File: src/rtl/http_chunked_body_extractor_top_macros.svh
// ----------------------------------------------------------------------------
// HTTP chunked body extractor - assertion macros
// Clocked assertion shorthands shared by the core and result queue RTL files.
// ----------------------------------------------------------------------------
`ifndef HTTP_CHUNKED_BODY_EXTRACTOR_TOP_MACROS_SVH
`define HTTP_CHUNKED_BODY_EXTRACTOR_TOP_MACROS_SVH

// Property that must hold on every clock edge out of reset
`define HCBE_ASSERT(label, clk, rst_n, prop, msg) \
	label: assert property (@(posedge clk) disable iff (!rst_n) (prop)) else $error(msg);

// Antecedent in this cycle implies consequent in the next one
`define HCBE_ASSERT_NEXT(label, clk, rst_n, ante, cons, msg) \
	label: assert property (@(posedge clk) disable iff (!rst_n) (ante) |=> (cons)) else $error(msg);

`endif

File: src/rtl/hcbe_pkg.sv
// ----------------------------------------------------------------------------
// HTTP chunked body extractor - package
// Shared types, codes and helper functions.
// ----------------------------------------------------------------------------
`default_nettype none

package hcbe_pkg;

	// default width of the chunk size counters
	localparam int SIZE_WIDTH_DEF = 32;

	// result queue geometry
	localparam int RQ_DEPTH = 4;
	localparam int RQ_AW    = 2;

	// characters of interest
	localparam logic [7:0] CHR_CR = 8'h0D;
	localparam logic [7:0] CHR_LF = 8'h0A;

	// decoder phase
	typedef enum logic [2:0] {
		PH_HEADER  = 3'd0,
		PH_RAW     = 3'd1,
		PH_SIZE    = 3'd2,
		PH_SIZE_CR = 3'd3,
		PH_DATA    = 3'd4,
		PH_SKIP    = 3'd5,
		PH_DONE    = 3'd6
	} phase_t;

	// end-of-message status
	typedef enum logic [1:0] {
		ST_OK         = 2'd0,
		ST_NO_HEADER  = 2'd1,
		ST_INCOMPLETE = 2'd2
	} status_t;

	// one result word
	typedef struct packed {
		logic [7:0] body_byte;
		logic       is_status;
		logic [1:0] status_code;
		logic       last_result;
	} result_t;

	// push requests from the decoder to the result queue
	typedef struct packed {
		logic body;
		logic status;
	} push_t;

	// hex digit decode
	typedef struct packed {
		logic       ok;
		logic [3:0] value;
	} hex_t;

	function automatic hex_t hex_decode(input logic [7:0] c);
		hex_t h;
		h.ok    = 1'b1;
		h.value = 4'd0;
		if (c >= 8'h30 && c <= 8'h39) begin
			h.value = c[3:0];
		end else if ((c >= 8'h61 && c <= 8'h66) || (c >= 8'h41 && c <= 8'h46)) begin
			h.value = c[3:0] + 4'd9;
		end else begin
			h.ok = 1'b0;
		end
		return h;
	endfunction

endpackage

`default_nettype wire

File: src/rtl/hcbe_core.sv
// ----------------------------------------------------------------------------
// HTTP chunked body extractor - decoder core
// Per-byte state machine: header strip, raw pass, chunk size parse, data pass and skip.
// ----------------------------------------------------------------------------
`default_nettype none
`include "http_chunked_body_extractor_top_macros.svh"

module hcbe_core
	import hcbe_pkg::*;
#(
	parameter int SIZE_WIDTH = SIZE_WIDTH_DEF
) (
	input  wire logic       clk,
	input  wire logic       arst_n,
	input  wire logic       step,
	input  wire logic [7:0] rx_byte,
	input  wire logic       end_of_message,
	input  wire logic       chunked_enable,
	output push_t           push,
	output result_t         body_res,
	output result_t         status_res
);

	localparam int SW = SIZE_WIDTH;

	phase_t          phase_q, phase_step, phase_d;
	logic [1:0]      header_match_q, match_d;
	logic [SW-1:0]   size_accum_q, accum_d;
	logic            hex_stopped_q, stopped_d;
	logic [SW-1:0]   bytes_left_q, left_d, left_dec;
	logic [1:0]      skip_left_q, skip_d, skip_dec;
	logic [7:0]      want;
	hex_t            hex;
	logic [SW+3:0]   acc_wide;
	status_t         code;

	// next-state logic
	always_comb begin
		phase_step = phase_q;
		match_d    = header_match_q;
		accum_d    = size_accum_q;
		stopped_d  = hex_stopped_q;
		left_d     = bytes_left_q;
		skip_d     = skip_left_q;
		want       = header_match_q[0] ? CHR_LF : CHR_CR;
		hex        = hex_decode(rx_byte);
		acc_wide   = {size_accum_q, 4'b0000} + {{SW{1'b0}}, hex.value};
		left_dec   = (bytes_left_q != '0) ? bytes_left_q - {{(SW-1){1'b0}}, 1'b1}
			: bytes_left_q;
		skip_dec   = (skip_left_q != 2'd0) ? skip_left_q - 2'd1 : skip_left_q;

		unique case (phase_q)
			PH_HEADER: begin
				if (rx_byte == want) begin
					if (header_match_q == 2'd3) begin
						match_d = 2'd0;
						if (chunked_enable) begin
							phase_step = PH_SIZE;
							accum_d    = '0;
							stopped_d  = 1'b0;
						end else begin
							phase_step = PH_RAW;
						end
					end else begin
						match_d = header_match_q + 2'd1;
					end
				end else begin
					match_d = (rx_byte == CHR_CR) ? 2'd1 : 2'd0;
				end
			end
			PH_RAW: begin
			end
			PH_SIZE, PH_SIZE_CR: begin
				if (phase_q == PH_SIZE_CR && rx_byte == CHR_LF) begin
					if (size_accum_q == '0) begin
						phase_step = PH_DONE;
					end else begin
						left_d     = size_accum_q;
						phase_step = PH_DATA;
					end
				end else begin
					// digits stop at the first non-hex character; size saturates
					if (!hex.ok || hex_stopped_q) begin
						stopped_d = 1'b1;
					end else if (acc_wide[SW+3:SW] != 4'd0) begin
						accum_d = '1;
					end else begin
						accum_d = acc_wide[SW-1:0];
					end
					phase_step = (rx_byte == CHR_CR) ? PH_SIZE_CR : PH_SIZE;
				end
			end
			PH_DATA: begin
				left_d = left_dec;
				if (left_dec == '0) begin
					skip_d     = 2'd2;
					phase_step = PH_SKIP;
				end
			end
			PH_SKIP: begin
				skip_d = skip_dec;
				if (skip_dec == 2'd0) begin
					phase_step = PH_SIZE;
					accum_d    = '0;
					stopped_d  = 1'b0;
				end
			end
			default: begin
				// finished phase and unused code drop bytes
			end
		endcase

		// end of message clears everything for the next response
		phase_d = phase_step;
		if (end_of_message) begin
			phase_d   = PH_HEADER;
			match_d   = 2'd0;
			accum_d   = '0;
			stopped_d = 1'b0;
			left_d    = '0;
			skip_d    = 2'd0;
		end
	end

	// output logic
	always_comb begin
		unique case (phase_step)
			PH_HEADER:                              code = ST_NO_HEADER;
			PH_SIZE, PH_SIZE_CR, PH_DATA, PH_SKIP:  code = ST_INCOMPLETE;
			default:                                code = ST_OK;
		endcase
		push.body              = step && (phase_q == PH_RAW || phase_q == PH_DATA);
		push.status            = step && end_of_message;
		body_res.body_byte     = rx_byte;
		body_res.is_status     = 1'b0;
		body_res.status_code   = ST_OK;
		body_res.last_result   = 1'b0;
		status_res.body_byte   = 8'h00;
		status_res.is_status   = 1'b1;
		status_res.status_code = code;
		status_res.last_result = 1'b1;
	end

	// state registers
	always_ff @(posedge clk or negedge arst_n) begin
		if (!arst_n) begin
			phase_q        <= PH_HEADER;
			header_match_q <= 2'd0;
			size_accum_q   <= '0;
			hex_stopped_q  <= 1'b0;
			bytes_left_q   <= '0;
			skip_left_q    <= 2'd0;
		end else if (step) begin
			phase_q        <= phase_d;
			header_match_q <= match_d;
			size_accum_q   <= accum_d;
			hex_stopped_q  <= stopped_d;
			bytes_left_q   <= left_d;
			skip_left_q    <= skip_d;
		end
	end

	`HCBE_ASSERT_NEXT(a_eom_clears, clk, arst_n, step && end_of_message, phase_q == PH_HEADER && size_accum_q == '0 && bytes_left_q == '0, "state not cleared after end of message")
	`HCBE_ASSERT_NEXT(a_data_to_skip, clk, arst_n, step && !end_of_message && phase_q == PH_DATA && bytes_left_q == {{(SW-1){1'b0}}, 1'b1}, phase_q == PH_SKIP && skip_left_q == 2'd2, "last data byte did not enter skip")
	`HCBE_ASSERT(a_data_count, clk, arst_n, phase_q != PH_DATA || bytes_left_q != '0, "data phase with zero bytes left")

endmodule

`default_nettype wire

File: src/rtl/hcbe_rq.sv
// ----------------------------------------------------------------------------
// HTTP chunked body extractor - result queue
// Four-word queue taking up to two words per cycle, draining one per cycle while out_ready is high.
// ----------------------------------------------------------------------------
`default_nettype none
`include "http_chunked_body_extractor_top_macros.svh"

module hcbe_rq
	import hcbe_pkg::*;
(
	input  wire logic    clk,
	input  wire logic    arst_n,
	input  wire push_t   push,
	input  wire result_t body_res,
	input  wire result_t status_res,
	output logic         room,
	output logic         out_valid,
	input  wire logic    out_ready,
	output result_t      head
);

	localparam logic [RQ_AW:0] DEPTH_C = (RQ_AW+1)'(RQ_DEPTH);
	localparam logic [RQ_AW:0] ROOM_C  = (RQ_AW+1)'(RQ_DEPTH - 2);

	result_t          mem [RQ_DEPTH];
	logic [RQ_AW-1:0] wr_ptr_q, rd_ptr_q, wr_ptr2;
	logic [RQ_AW:0]   count_q, count_d;
	logic             pop;

	// flow control
	assign room      = count_q <= ROOM_C;
	assign out_valid = count_q != '0;
	assign pop       = out_valid && out_ready;
	assign head      = mem[rd_ptr_q];
	assign wr_ptr2   = wr_ptr_q + {{(RQ_AW-1){1'b0}}, push.body};

	always_comb begin
		count_d = count_q + {{RQ_AW{1'b0}}, push.body} + {{RQ_AW{1'b0}}, push.status}
			- {{RQ_AW{1'b0}}, pop};
	end

	// storage: body word first, status word after it
	always_ff @(posedge clk) begin
		if (push.body) begin
			mem[wr_ptr_q] <= body_res;
		end
		if (push.status) begin
			mem[wr_ptr2] <= status_res;
		end
	end

	// pointers and fill count
	always_ff @(posedge clk or negedge arst_n) begin
		if (!arst_n) begin
			wr_ptr_q <= '0;
			rd_ptr_q <= '0;
			count_q  <= '0;
		end else begin
			wr_ptr_q <= wr_ptr_q + {{(RQ_AW-1){1'b0}}, push.body}
				+ {{(RQ_AW-1){1'b0}}, push.status};
			if (pop) begin
				rd_ptr_q <= rd_ptr_q + {{(RQ_AW-1){1'b0}}, 1'b1};
			end
			count_q <= count_d;
		end
	end

	`HCBE_ASSERT(a_push_room, clk, arst_n, !(push.body || push.status) || count_q <= ROOM_C, "push into queue without room")
	`HCBE_ASSERT(a_count_range, clk, arst_n, count_q <= DEPTH_C, "queue count beyond depth")

endmodule

`default_nettype wire

File: src/rtl/http_chunked_body_extractor_top.sv
// ----------------------------------------------------------------------------
// HTTP chunked body extractor - top level
// Strips the HTTP header and delivers body bytes, decoding chunked bodies.
// ----------------------------------------------------------------------------
// Usage:
//   Input channel (in_valid/in_ready) carries one response byte per word with
//   end_of_message flagging the final byte. Output channel (out_valid/out_ready)
//   carries result words: body bytes, and on end_of_message a status word
//   (is_status = 1, last_result = 1) after any body byte of that input word.
//   cfg_valid/cfg_ready/cfg_data writes chunked_enable; write it while idle.
// Timing:
//   Input register, then the decoder writes results into a four-word queue:
//   a body byte is held in the input register and written into the queue
//   before it is offered on the output. One input word per cycle is
//   sustained while the queue has room; a word that yields both a body byte
//   and a status word puts both words into the queue.
// Reset:
//   arst_n clears the decoder to the header phase, empties the queue and
//   clears chunked_enable.
// Stall:
//   When out_ready is low the queue fills; in_ready drops while the input
//   register holds a word and fewer than two free queue entries remain.
// ----------------------------------------------------------------------------
`default_nettype none

module http_chunked_body_extractor_top
	import hcbe_pkg::*;
#(
	parameter int SIZE_WIDTH = SIZE_WIDTH_DEF
) (
	input  wire logic       clk,
	input  wire logic       arst_n,
	// configuration
	input  wire logic       cfg_valid,
	output logic            cfg_ready,
	input  wire logic       cfg_data,
	// input bytes
	input  wire logic       in_valid,
	output logic            in_ready,
	input  wire logic [7:0] rx_byte,
	input  wire logic       end_of_message,
	// results
	output logic            out_valid,
	input  wire logic       out_ready,
	output logic [7:0]      body_byte,
	output logic            is_status,
	output logic [1:0]      status_code,
	output logic            last_result
);

	logic       chunked_enable_q;
	logic       valid_s1;
	logic [7:0] rx_byte_s1;
	logic       eom_s1;
	logic       room;
	logic       step;
	push_t      push;
	result_t    body_res, status_res, head;

	// configuration register
	assign cfg_ready = 1'b1;

	always_ff @(posedge clk or negedge arst_n) begin
		if (!arst_n) begin
			chunked_enable_q <= 1'b0;
		end else if (cfg_valid && cfg_ready) begin
			chunked_enable_q <= cfg_data;
		end
	end

	// input register
	assign step     = valid_s1 && room;
	assign in_ready = !valid_s1 || room;

	always_ff @(posedge clk or negedge arst_n) begin
		if (!arst_n) begin
			valid_s1 <= 1'b0;
		end else if (in_valid && in_ready) begin
			valid_s1 <= 1'b1;
		end else if (step) begin
			valid_s1 <= 1'b0;
		end
	end

	always_ff @(posedge clk) begin
		if (in_valid && in_ready) begin
			rx_byte_s1 <= rx_byte;
			eom_s1     <= end_of_message;
		end
	end

	// decoder
	hcbe_core #(
		.SIZE_WIDTH (SIZE_WIDTH)
	) u_core (
		.clk            (clk),
		.arst_n         (arst_n),
		.step           (step),
		.rx_byte        (rx_byte_s1),
		.end_of_message (eom_s1),
		.chunked_enable (chunked_enable_q),
		.push           (push),
		.body_res       (body_res),
		.status_res     (status_res)
	);

	// result queue
	hcbe_rq u_rq (
		.clk        (clk),
		.arst_n     (arst_n),
		.push       (push),
		.body_res   (body_res),
		.status_res (status_res),
		.room       (room),
		.out_valid  (out_valid),
		.out_ready  (out_ready),
		.head       (head)
	);

	assign body_byte   = head.body_byte;
	assign is_status   = head.is_status;
	assign status_code = head.status_code;
	assign last_result = head.last_result;

endmodule

`default_nettype wire

File: config.mk
export PLATFORM = sky130hd
export DESIGN_NAME = http_chunked_body_extractor_top
export DESIGN_NICKNAME = d
export VERILOG_FILES = /design/src/rtl/hcbe_pkg.sv /design/src/rtl/hcbe_core.sv /design/src/rtl/hcbe_rq.sv /design/src/rtl/http_chunked_body_extractor_top.sv
export VERILOG_INCLUDE_DIRS = /design/src /design/src/rtl
export SDC_FILE = /design/constraint.sdc
export NUM_CORES = 1
export LEC_CHECK = 0
export BUFFER_PORTS_ARGS = -buffer_cell sky130_fd_sc_hd__buf_2
export CAP_MARGIN = 20
export CORE_UTILIZATION = 50
export CTS_BUF_LIST = sky130_fd_sc_hd__clkbuf_4
export CTS_CLUSTER_SIZE = 40
export DETAILED_ROUTE_END_ITERATION = 16
export PLACE_DENSITY = 0.74
export SYNTH_ARGS = -nofsm -noshare
export SYNTH_HDL_FRONTEND = slang
export SYNTH_SLANG_ARGS = --single-unit
File: constraint.sdc
create_clock -name clk -period 2.55 [get_ports clk]
set_input_delay 0.255 -clock clk [delete_from_list [all_inputs] [get_ports clk]]
set_output_delay 0.255 -clock clk [all_outputs]
set_load 0.05 [all_outputs]
==> flow_summary_export.csv, run 1 <==
group,metric,value,unit
run_status,status,"finished with violations",
run_status,failing_checks,"negative setup slack",
global_routing,grt-ovfl-total,0,
global_routing,grt_pass1_vias,6385,
synth,synth-edff-count,17,
synth,share_of_synthesized_flip_flops_with_an_asynchronous_set_or_reset,60.45,%
routing,vias,6662,
routing,postRouteAntennaNets,0,
final_layout,drive_above_1_share,28.43,%
clock_tree,clkTransAtPathRegs,0.12,ns
synth,postSynthCellCount,769,
floorplan,placement_rows,43,
clock_tree,tritoncts.num_buffers,17,
routing,wl_met1,9491,µm
setup_path,required,3.04,ns
final_layout,filler_cell_count,1144,
sta,worst_pin_slew,0.6418,ns
sta,post-route-min-period,2.729,ns
clock_tree,clockBufferDepth,2,
routing,drc,0,
power_and_ir_drop,internal_power,4575,µW
power_and_ir_drop,total_power,7665,µW
sta,final.period_utilization,107.0,%
synth,yosysWarningCount,0,
synth,synth_register_bits,134,
sta,max_clock_freq,0.3664,GHz
synth,synth.distinct_cells,66,
placement,dp.cells,1038,
sta,fin_skew,0.01941,ns
clock_tree,root_buffer,"sky130_fd_sc_hd__clkbuf_4",
setup_path,cp-end-kind,"register",
routing,met3_length,1736,µm
synth,netlist_area_pre_place,7218,µm²
setup_path,worst-setup-path-type,"register to register",
power_and_ir_drop,pwr_density_cell,841.6,nW/µm²
synth,yosys-top-cells-area,"sky130_fd_sc_hd__dfrtp_1 (28%), sky130_fd_sc_hd__dfxtp_1 (10%), sky130_fd_sc_hd__edfxtp_1 (7.1%)",
floorplan,floorplan.initialDensity,51.60,%
global_routing,antenna_violations_before_repair,2,
power_and_ir_drop,share_comb_of_total_power,40.2,%
placement,gp_congestion,0.9988,
global_routing,grt_pass1_wl,33480,µm
final_layout,multiInputGateArea,3910,µm²
placement,numPortBuffers,28,
clock_tree,cts.sink_count,134,
global_routing,grt_max_degree,45,
power_and_ir_drop,power.clock.fraction,21.7,%
routing,routed_wl,21180,µm
setup_path,worst-path-max-fanout,3,
clock_tree,htreeDepth,4,
routing,vias_per_inst,6.056,
final_layout,final_design_area_no_fill,9107,µm²
clock_tree,worstSkewPairLatency,0.56,ns
floorplan,floorplan.core_area,13990,µm²
final_layout,final_net_count,932,
final_layout,final_cell_count_no_fill,1100,
setup_path,reg2reg_setup_slack,-0.18,ns
global_routing,global_route.usage.total,29.75,%
routing,per_cell_routed_wire_length,19.25,µm
setup_path,critical_path_arrival,3.22,ns
sta,timing.final.ws_setup,-0.1792,ns
final_layout,area_growth_from_synthesis_to_final_layout,26.17,%
floorplan,die_height,122.2,µm
final_layout,seqCellArea,3259,µm²
routing,wire_length_on_met2,9460,µm
min_path,min_path_type,"input pin to register",
synth,mean_cell_area_of_the_mapped_netlist,9.386,µm²
routing,max_layer_used,"met4",
floorplan,die_w,122.2,µm
floorplan,die_area,14920,µm²
floorplan,boundaryPins,30,
power_and_ir_drop,vdd_drop_max,1005,µV
synth,synth_top_area_cell,"sky130_fd_sc_hd__dfrtp_1",
power_and_ir_drop,leakage,0.004094,µW
clock_tree,cts_tree,"yes",
synth,fraction_of_post_synthesis_cell_area_in_the_top_cell_type_by_area,28.08,%
sta,rsz0062_at_grt,"true",
power_and_ir_drop,switching_power,3090,µW
synth,synth_flop_cell,"sky130_fd_sc_hd__dfrtp_1",
power_and_ir_drop,seqPwrFrac,38.2,%
sta,hold_viol,0,
synth,synth_nets,796,
setup_path,setup.worst_path.start_class,"register",
routing,drt-pass1-iter-count,5,
sta,setup-violations-final,3,
placement,dp.final_hpwl,14870,µm
sta,timing.final.max_slew_violations,0,
run,max_cap_violations,0,
placement,dp_worst_setup_slack,-0.1802,ns
routing,drt_initial_violations,737,
placement,dpl_cell_area,8328,µm²
power_and_ir_drop,fraction_of_power_spent_switching_nets,40.31,%
sta,max_slew_margin,57.17,%
synth,synth_seq_area_share,45.14,%
==> path summary, 6_finish.rpt <==
| path | endpoint | from | cells past startpoint |
|---|---|---|---|
| min | u_rq.rd_ptr_q[0]$_DFFE_PN0P_ | out_ready | 3 |
| max in group asynchronous | u_core.size_accum_q[16]$_DFFE_PN0P_ | arst_n | 3 |
| max | u_core.phase_q[0]$_DFFE_PN0P_ | u_core.bytes_left_q[7]$_DFFE_PN0P_ | 9 |
| min reg2reg | u_rq.mem[2][3]$_SDFFE_PP1P_ | u_rq.mem[2][3]$_SDFFE_PP1P_ | 2 |
| max reg2reg | u_core.phase_q[0]$_DFFE_PN0P_ | u_core.bytes_left_q[7]$_DFFE_PN0P_ | 9 |
| min in group asynchronous | u_core.phase_q[2]$_DFFE_PN0P_ | arst_n | 2 |
==> kinds of logic (layout without fill, tap and decap cells) <==
| group | count (synthesis) | after routing | synth area share (%) |
|---|---|---|---|
| flops | 134 | 134 | 45.14 |
| fa+ha+maj | 12 | 12 | 2.288 |
| compound gates | 163 | 163 | 15.55 |
| other cells | 1 | 3 | 0.05195 |
| xor+xnor | 24 | 24 | 2.912 |
| simple gates | 313 | 313 | 21.29 |
| buf+inv | 74 | 223 | 4.195 |
| mux | 48 | 48 | 8.580 |
==> worst max-delay path, cell delays in order, from the launching register on <==
cell and delay (ns):
sky130_fd_sc_hd__dfrtp_1 0.40, sky130_fd_sc_hd__or4_4 0.57, sky130_fd_sc_hd__nor4_4 0.32, sky130_fd_sc_hd__buf_4 0.19, sky130_fd_sc_hd__nand2_4 0.06, sky130_fd_sc_hd__or3_4 0.35
sky130_fd_sc_hd__mux2i_4 0.18, sky130_fd_sc_hd__nand2_2 0.10, sky130_fd_sc_hd__a2111oi_4 0.25, sky130_fd_sc_hd__o221a_1 0.25
==> metrics by stage <==
| step | setup TNS [ns] | util, % | hold slack (ns) |
|---|---|---|---|
| after floorplan | -0.1897 | - | -0.04059 |
| after global placement | -0.9632 | 59.53 | 0.2990 |
| after detailed placement | -0.5041 | 59.53 | 0.3030 |
| after CTS | -0.2848 | 63.40 | 0.07514 |
| after global routing | -1.021 | 65.09 | 0.1582 |
| final | -0.4182 | 65.11 | 0.1709 |
==> sequential cells by signal, summed over array words and instances, names as in the netlist <==
signal and flops:
u_rq.rd_ptr_q 2, u_rq.mem 44, rx_byte_s1 8, u_core.phase_q 3, eom_s1 1, valid_s1 1
u_rq.wr_ptr_q 2, u_rq.count_q 3, u_core.hex_stopped_q 1, u_core.size_accum_q 32, u_core.header_match_q 2, u_core.bytes_left_q 32
u_core.skip_left_q 2, chunked_enable_q 1
==> synthesized netlist by cell type, drive strengths merged (3+ instances only) <==
cell	count
and3	4
nand3	13
or3	9
nand2b	5
nor2b	7
a22o	7
and2	7
o21ai	50
edfxtp	17
or2	4
o2bb2ai	33
a21oi	21
o31ai	5
dfxtp	36
o22ai	4
a32oi	4
xor2	12
xnor2	12
or4	5
nor2	123
dfrtp	81
a31oi	8
inv	21
clkbuf	36
mux4	11
nor4b	4
a22oi	10
nand2	65
nor4	24
o21a	4
nand4	10
nor3	24
buf	17
a211oi	3
nand3b	3
ha	10
mux2i	36
==> placed cells by master (no fill, tap or decap), drive strengths merged, types with 18 or more instances in the layout <==
| cell type | instances |
|---|---|
| a21oi | 21 |
| buf | 157 |
| clkbuf | 18 |
| dfrtp | 81 |
| dfxtp | 36 |
| inv | 24 |
| mux2i | 36 |
| nand2 | 65 |
| nor2 | 123 |
| nor3 | 24 |
| nor4 | 24 |
| o21ai | 50 |
| o2bb2ai | 33 |
==> per-layer routing <==
metal	vias to the layer above	GRT usage, %
met3	41	6.554
met5	-	0
li1	3068	-
met2	286	43.33
met4	0	11.43
met1	3267	43.04
==> area by class of cell <==
cell class                      instances  area share [%]
Multi-Input combinational cell        561           42.93
Sequential cell                       134           35.79
Timing Repair Buffer                  170           14.22
Tap cell                              180           2.473
Clock inverter                         14           2.184
Clock buffer                           18           1.484
Inverter                               21          0.8655
Antenna cell                            2         0.05495
==> power by group through the flow <==
stage                     clock network [µW]  registers [µW]  logic (µW)
after floorplan                            0            2790        2130
after global placement                     0            2900        2780
after detailed placement                   0            2950        2890
after CTS                               1690            2900        2930
after global routing                    1780            2960        3310
final                                   1660            2920        3080
==> repair_timing <==
| action | 4_1_cts | 5_1_grt |
|---|---|---|
| hold buffers | 13 | 0 |
| buffers inserted | 3 | 12 |
| pin swaps | 10 | 7 |
| resized for setup | 12 | 35 |
| endpoints found under the hold margin | 53 | 0 |
| setup endpoints to repair | 24 | 79 |
No activity file was read; power rests on OpenSTA's default activity.
==> run 2: changes to the inputs <==
--- a/config.mk
+++ b/config.mk
@@ -10,9 +10,12 @@
 export CAP_MARGIN = 20
 export CORE_UTILIZATION = 50
 export CTS_BUF_LIST = sky130_fd_sc_hd__clkbuf_4
+export CTS_CLUSTER_DIAMETER = 80
 export CTS_CLUSTER_SIZE = 40
 export DETAILED_ROUTE_END_ITERATION = 16
 export PLACE_DENSITY = 0.74
+export RECOVER_POWER = 25
 export SYNTH_ARGS = -nofsm -noshare
 export SYNTH_HDL_FRONTEND = slang
 export SYNTH_SLANG_ARGS = --single-unit
+export TNS_END_PERCENT = 20
==> run 2 against run 1 <==
Compared with the run above:
- first-iteration DRC count shrank 28%
- hold slack lost 0.10 ns
- cell count shrank 0.82%
- fmax grew 1.3%
- clock-buffer cell count is the same
- largest cell class unchanged
- routed wire length shrank 2.0%
- combinational power shrank 4%
- sequential power is essentially flat
- core utilization shrank 0.84 points
- critical path depth shrank 1
- the run still ends with negative setup slack left
- critical path type unchanged
- sequential cell count is the same
- setup slack gained 0.034 ns
==> flow_summary_export.csv, run 2 (synthesis results as in run 1) <==
group,metric,value,unit
power_and_ir_drop,power.clock.fraction,18.5,%
setup_path,reg2reg_depth,8,
placement,dp.final_hpwl,14730,µm
clock_tree,htreeDepth,4,
sta,timing.final.ws_setup,-0.1448,ns
clock_tree,tritoncts.num_buffers,17,
final_layout,most-common-layout-cells,"sky130_fd_sc_hd__nor2_1 (117), sky130_fd_sc_hd__buf_4 (115), sky130_fd_sc_hd__dfrtp_1 (78)",
clock_tree,cts.sink_count,134,
routing,drt_initial_violations,534,
clock_tree,worstSkewPairLatency,0.57,ns
global_routing,grt_pass1_wl,33780,µm
min_path,endpoint_worst_hold,"u_rq.rd_ptr_q[0]$_DFFE_PN0P_",
sta,final.period_utilization,105.7,%
sta,fin_skew,0.02009,ns
min_path,worstHoldStart,"out_ready",
placement,dp_worst_setup_slack,-0.2329,ns
placement,numPortBuffers,28,
power_and_ir_drop,switching_power,3009,µW
global_routing,grt_pass1_vias,6565,
global_routing,grt-ovfl-total,0,
run_status,status,"finished with violations",
sta,rsz0062_at_grt,"true",
clock_tree,cts_tree,"yes",
setup_path,worst-setup-path-type,"register to register",
floorplan,placement_rows,43,
floorplan,floorplan.initialDensity,51.60,%
clock_tree,clkTransAtPathRegs,0.13,ns
run,max_cap_violations,0,
floorplan,floorplan.core_area,13990,µm²
final_layout,biggest_registers_after_layout,"u_rq.mem (44), u_core.bytes_left_q (32), u_core.size_accum_q (32)",
final_layout,area_growth_from_synthesis_to_final_layout,24.54,%
power_and_ir_drop,seqPwrFrac,40.4,%
run_status,failing_checks,"negative setup slack",
sta,setup-violations-final,5,
routing,per_cell_routed_wire_length,19.02,µm
final_layout,registers.top_by_ff_count,"u_rq.mem",
final_layout,num_antenna_cells,0,
power_and_ir_drop,pwr_density_cell,800.6,nW/µm²
final_layout,final_common_cell,"sky130_fd_sc_hd__nor2_1",
power_and_ir_drop,vdd_drop_max,829.1,µV
placement,dp.cells,1038,
final_layout,largest_register_ff_count,44,
setup_path,required,3.07,ns
sta,final.setup.tns,-0.5138,ns
final_layout,final_cell_count_no_fill,1091,
routing,postRouteAntennaNets,0,
setup_path,r2r_start,"u_core.bytes_left_q[11]$_DFFE_PN0P_",
min_path,hold_path_depth,3,
setup_path,reg2reg_to,"u_core.phase_q[0]$_DFFE_PN0P_",
global_routing,antenna_violations_before_repair,0,
power_and_ir_drop,leakage,0.003989,µW
routing,vias_per_inst,6.080,
sta,hold_viol,0,
setup_path,critical_path_arrival,3.21,ns
sta,max_slew_margin,19.13,%
setup_path,setup.worst_path.start_class,"register",
setup_path,worst-path-max-fanout,3,
floorplan,die_w,122.2,µm
routing,vias,6633,
floorplan,die_area,14920,µm²
sta,timing.final.max_slew_violations,0,
global_routing,global_route.usage.total,29.90,%
final_layout,drive_above_1_share,28.43,%
floorplan,die_height,122.2,µm
global_routing,grt_max_degree,82,
sta,post-route-min-period,2.695,ns
power_and_ir_drop,share_comb_of_total_power,41.1,%
min_path,min_path_type,"input pin to register",
power_and_ir_drop,fraction_of_power_spent_switching_nets,41.81,%
sta,max_clock_freq,0.3711,GHz
routing,routed_wl,20750,µm
setup_path,cp-end-kind,"register",
clock_tree,clockBufferDepth,2,
placement,gp_congestion,0.9865,
sta,worst_pin_slew,1.213,ns
final_layout,filler_cell_count,1165,
final_layout,final_net_count,925,
setup_path,reg2reg_setup_slack,-0.14,ns
floorplan,boundaryPins,30,
routing,drc,0,
power_and_ir_drop,internal_power,4188,µW
clock_tree,root_buffer,"sky130_fd_sc_hd__clkbuf_4",
routing,drt-pass1-iter-count,6,
run 2: cell types whose count changed in the layout (fill, tap and decap cells not counted), moves of 4 or more:
cell and delta:
sky130_fd_sc_hd__nor4_2 +4, sky130_fd_sc_hd__o21ai_0 -6, sky130_fd_sc_hd__a22oi_2 +5, sky130_fd_sc_hd__clkinvlp_4 +5, sky130_fd_sc_hd__nor4_1 -5, sky130_fd_sc_hd__a22oi_1 -5
sky130_fd_sc_hd__buf_6 +4, sky130_fd_sc_hd__buf_4 -10, sky130_fd_sc_hd__o21ai_1 +6
run 2: what timing repair did:
action	CTS	global route
endpoints found under the hold margin	92	0
hold buffers	13	0
endpoints found under the setup margin	17	95
pin swaps	9	9
gates resized for setup	12	58
setup buffers	4	4
run 2: worst max-delay path, cell delays in order (launching register included):
cell and delay, ns:
sky130_fd_sc_hd__dfrtp_1 0.42, sky130_fd_sc_hd__or3_4 0.44, sky130_fd_sc_hd__and4b_1 0.30, sky130_fd_sc_hd__nand4_1 0.25, sky130_fd_sc_hd__or3_1 0.40, sky130_fd_sc_hd__mux2i_1 0.24
sky130_fd_sc_hd__nand2_2 0.12, sky130_fd_sc_hd__a2111oi_4 0.25, sky130_fd_sc_hd__o221a_1 0.23
run 2: how the worst max path moves through the flow:
stage	from	endpoint	slack (ns)
after floorplan	u_core.bytes_left_q[3]$_DFFE_PN0P_	u_core.phase_q[0]$_DFFE_PN0P_	-0.1
after global placement	u_core.bytes_left_q[11]$_DFFE_PN0P_	u_core.phase_q[0]$_DFFE_PN0P_	-0.20
after detailed placement	u_core.bytes_left_q[5]$_DFFE_PN0P_	u_core.phase_q[0]$_DFFE_PN0P_	-0.23
after CTS	u_core.bytes_left_q[7]$_DFFE_PN0P_	u_core.phase_q[0]$_DFFE_PN0P_	-0.16
after global routing	u_core.bytes_left_q[7]$_DFFE_PN0P_	u_core.skip_left_q[0]$_DFFE_PN0P_	-0.28
final	u_core.bytes_left_q[11]$_DFFE_PN0P_	u_core.phase_q[0]$_DFFE_PN0P_	-0.14
run 2: area by class of cell:
type | count | area, µm² | share of cell area (%)
multi-input cells | 561 | 3949 | 43.92
flip-flops and latches | 134 | 3262 | 36.28
repair buffers | 163 | 1216 | 13.53
well taps | 180 | 225.2 | 2.505
clock buffers | 18 | 135.1 | 1.503
clock inverters | 14 | 123.9 | 1.378
inverters | 21 | 78.83 | 0.8768
run 2: power groups by stage:
stage,combinational [µW],clock (µW),sequential (µW)
2_1_floorplan,2120,0,2790
3_3_place_gp,2770,0,2890
3_5_place_dp,2860,0,2930
4_1_cts,2900,1340,2890
5_1_grt,3180,1430,2960
6_report,2960,1330,2910
run 2: routing by layer:
metal  GRT usage [%]  vias to the layer above  share of wire [%]
met5               0                        -                  0
met4           10.82                        0                2.1
met3           6.742                       40                6.5
met2           45.62                      263                 47
met1           41.67                     3281                 45
li1                -                     3049                  -
run 2: stage by stage:
stage | total power (µW) | utilization (%) | hold WS (ns) | instance area [µm²]
4_1_cts | 7129 | 62.47 | 0.04332 | 8738
6_report | 7197 | 64.27 | 0.06659 | 8990
3_5_place_dp | 5793 | 59.19 | 0.4331 | 8279
2_1_floorplan | 4908 | - | -0.04059 | 7261
5_1_grt | 7565 | 64.27 | 0.07616 | 8990
3_3_place_gp | 5661 | 59.19 | 0.4319 | 8279
==> run 3: changes to the inputs <==
--- a/config.mk
+++ b/config.mk
@@ -8,6 +8,7 @@
 export LEC_CHECK = 0
 export BUFFER_PORTS_ARGS = -buffer_cell sky130_fd_sc_hd__buf_2
 export CAP_MARGIN = 20
+export CORE_MARGIN = 10
 export CORE_UTILIZATION = 50
 export CTS_BUF_LIST = sky130_fd_sc_hd__clkbuf_4
 export CTS_CLUSTER_DIAMETER = 80
==> run 3 against run 2 <==
Compared with the run above:
- non-clock buffer count grew 11
- clock power grew 17%
- the flow still finishes with violations (negative setup slack)
- global-route usage shrank 8.4 points
- critical endpoint unchanged
- sequential power is essentially flat
- final area grew 2.1%
- sequential share of layout area shrank 0.72 points
- clock-buffer cell count grew 1
- routed wire length grew 3.6%
- clock skew grew 0.0013 ns
- critical path type unchanged
- cell count grew 1.1%
- first-iteration DRC count grew 16%
- die area grew 32%
==> flow_summary_export.csv, run 3 (synthesis results as in run 1) <==
group,metric,value,unit
min_path,min_path_type,"input pin to register",
setup_path,critical_path.cell_chain,"buf_4 -> or4_4 -> buf_4 -> nor4_4 -> nand4_1 -> xor2_1 -> and3_1 -> nand3_2 -> a2111oi_4 -> o221a_1",
clock_tree,root_buffer,"sky130_fd_sc_hd__clkbuf_4",
routing,routed_wl,21500,µm
run_status,status,"finished with violations",
placement,numPortBuffers,28,
final_layout,area_growth_from_synthesis_to_final_layout,27.11,%
sta,setup-violations-final,5,
setup_path,setup.worst_path.start_class,"register",
final_layout,registers.top_by_ff_count,"u_rq.mem",
placement,dp_worst_setup_slack,-0.2792,ns
setup_path,reg2reg_to,"u_core.phase_q[0]$_DFFE_PN0P_",
sta,max_clock_freq,0.3427,GHz
floorplan,die_height,140.2,µm
final_layout,most-common-layout-cells,"sky130_fd_sc_hd__buf_4 (121), sky130_fd_sc_hd__nor2_1 (119), sky130_fd_sc_hd__dfrtp_1 (77)",
routing,per_cell_routed_wire_length,19.49,µm
power_and_ir_drop,leakage,0.004108,µW
setup_path,required,3.04,ns
final_layout,final_cell_count_no_fill,1103,
routing,postRouteAntennaNets,0,
global_routing,grt_pass1_vias,6501,
clock_tree,cts.sink_count,134,
clock_tree,clockBufferDepth,2,
floorplan,floorplan.core_area,13990,µm²
setup_path,timing.critical_path.mode_cell,"sky130_fd_sc_hd__buf_4",
run_status,failing_checks,"negative setup slack",
routing,drt_initial_violations,617,
clock_tree,cts_tree,"yes",
setup_path,cpMaxStageDelayCell,"sky130_fd_sc_hd__or4_4",
min_path,worstHoldStart,"out_ready",
sta,timing.final.ws_setup,-0.3677,ns
final_layout,filler_cell_count,1103,
floorplan,floorplan.initialDensity,51.60,%
sta,post-route-min-period,2.918,ns
sta,final.period_utilization,114.4,%
final_layout,biggest_registers_after_layout,"u_rq.mem (44), u_core.bytes_left_q (32), u_core.size_accum_q (32)",
floorplan,placement_rows,43,
sta,hold_viol,0,
floorplan,die_area,19640,µm²
floorplan,die_w,140.2,µm
routing,vias_per_inst,6.080,
global_routing,global_route.usage.total,21.47,%
min_path,endpoint_worst_hold,"u_rq.rd_ptr_q[0]$_DFFE_PN0P_",
routing,vias,6706,
power_and_ir_drop,vdd_drop_max,784.5,µV
setup_path,worst-path-max-fanout,3,
run,max_cap_violations,0,
floorplan,boundaryPins,30,
sta,fin_skew,0.02143,ns
clock_tree,tritoncts.num_buffers,17,
power_and_ir_drop,pwr_density_cell,821.2,nW/µm²
routing,drt-pass1-iter-count,5,
setup_path,critical-path-max-stage-delay,0.46,ns
setup_path,critical_path.top_delay_family,"simple AND/OR/NAND/NOR gates",
routing,drc,0,
clock_tree,worstSkewPairLatency,0.55,ns
global_routing,antenna_violations_before_repair,1,
final_layout,final_net_count,936,
setup_path,r2r_start,"u_core.bytes_left_q[9]$_DFFE_PN0P_",
setup_path,cp-startpoint,"u_core.bytes_left_q[9]$_DFFE_PN0P_",
global_routing,grt_max_degree,44,
min_path,hold_path_depth,3,
setup_path,cp-end-kind,"register",
setup_path,worst-setup-path-type,"register to register",
sta,worst_pin_slew,1.129,ns
sta,max_slew_margin,24.74,%
placement,gp_congestion,1.014,
clock_tree,htreeDepth,4,
setup_path,worstPathBufferInverterCount,2,
setup_path,reg2reg_depth,10,
sta,rsz0062_at_grt,"true",
sta,timing.final.max_slew_violations,0,
global_routing,grt_pass1_wl,34430,µm
clock_tree,clkTransAtPathRegs,0.13,ns
final_layout,final_common_cell,"sky130_fd_sc_hd__buf_4",
setup_path,critical_path_arrival,3.41,ns
placement,dp.final_hpwl,15400,µm
final_layout,drive_above_1_share,29.18,%
final_layout,largest_register_ff_count,44,
global_routing,grt-ovfl-total,0,
setup_path,reg2reg_setup_slack,-0.37,ns
placement,dp.cells,1045,
-- run 3: timing repair --
action,CTS,global route
endpoints found under the hold margin,51,0
hold buffers,13,0
pin swaps,9,21
cloned,0,1
setup endpoints to repair,49,101
gates resized for setup,16,60
buffers inserted,3,8
-- run 3: cell type report --
| type | instances | area [µm²] | area share [%] |
|---|---|---|---|
| tap | 180 | 225.2 | 2.455 |
| sequential | 134 | 3263 | 35.57 |
| multi-input combinational | 561 | 3966 | 43.23 |
| clock inverter | 13 | 172.7 | 1.882 |
| antenna | 1 | 2.502 | 0.02727 |
| timing repair buffer | 174 | 1324 | 14.43 |
| clock buffer | 19 | 142.6 | 1.555 |
| inverter | 21 | 78.83 | 0.8591 |
-- run 3: layer usage --
layer / GRT usage, % / vias up / share of wire [%]
met4: 7.391 / 0 / 2.3
met3: 5.781 / 51 / 7.5
met1: 27.75 / 3288 / 43
met5: 0 / - / 0
met2: 33.84 / 294 / 47
li1: - / 3073 / -
-- run 3: tightest hold or removal path: cells and delay by family --
kind	cells	cell delay (ns)
and+or+nand+nor	1	0.19
buffers and inverters	1	0.07
xor gates and xnor gates	1	0.08
-- run 3: how the worst max path moves through the flow --
stage                     slack (ns)  cells past startpoint                       endpoint
after floorplan                 -0.1                      9  u_core.phase_q[0]$_DFFE_PN0P_
after CTS                      -0.19                      9  u_core.phase_q[0]$_DFFE_PN0P_
final                          -0.37                     10  u_core.phase_q[0]$_DFFE_PN0P_
after global routing           -0.48                     10  u_core.phase_q[0]$_DFFE_PN0P_
after detailed placement       -0.28                      9  u_core.phase_q[0]$_DFFE_PN0P_
after global placement         -0.19                      9  u_core.phase_q[0]$_DFFE_PN0P_
-- run 3: where the power goes --
group / switching [µW] / internal, µW / leakage, µW
Clock: 842 / 718 / 0.000164
Combinational: 1900 / 1160 / 0.00238
Sequential: 329 / 2590 / 0.00156
Total: 3070 / 4460 / 0.00411
-- run 3: metrics by stage --
stage / cell area, µm² / TNS [ns] / power [µW] / hold slack, ns / util, %
4_1_cts: 8882 / -0.4636 / 7440 / 0.04150 / 63.50
3_3_place_gp: 8344 / -0.5524 / 5685 / 0.2806 / 59.65
6_report: 9175 / -1.097 / 7534 / 0.08060 / 65.59
2_1_floorplan: 7261 / -0.3256 / 4908 / -0.04059 / -
5_1_grt: 9175 / -1.715 / 7956 / 0.03801 / 65.59
3_5_place_dp: 8344 / -2.159 / 5830 / 0.2838 / 59.65
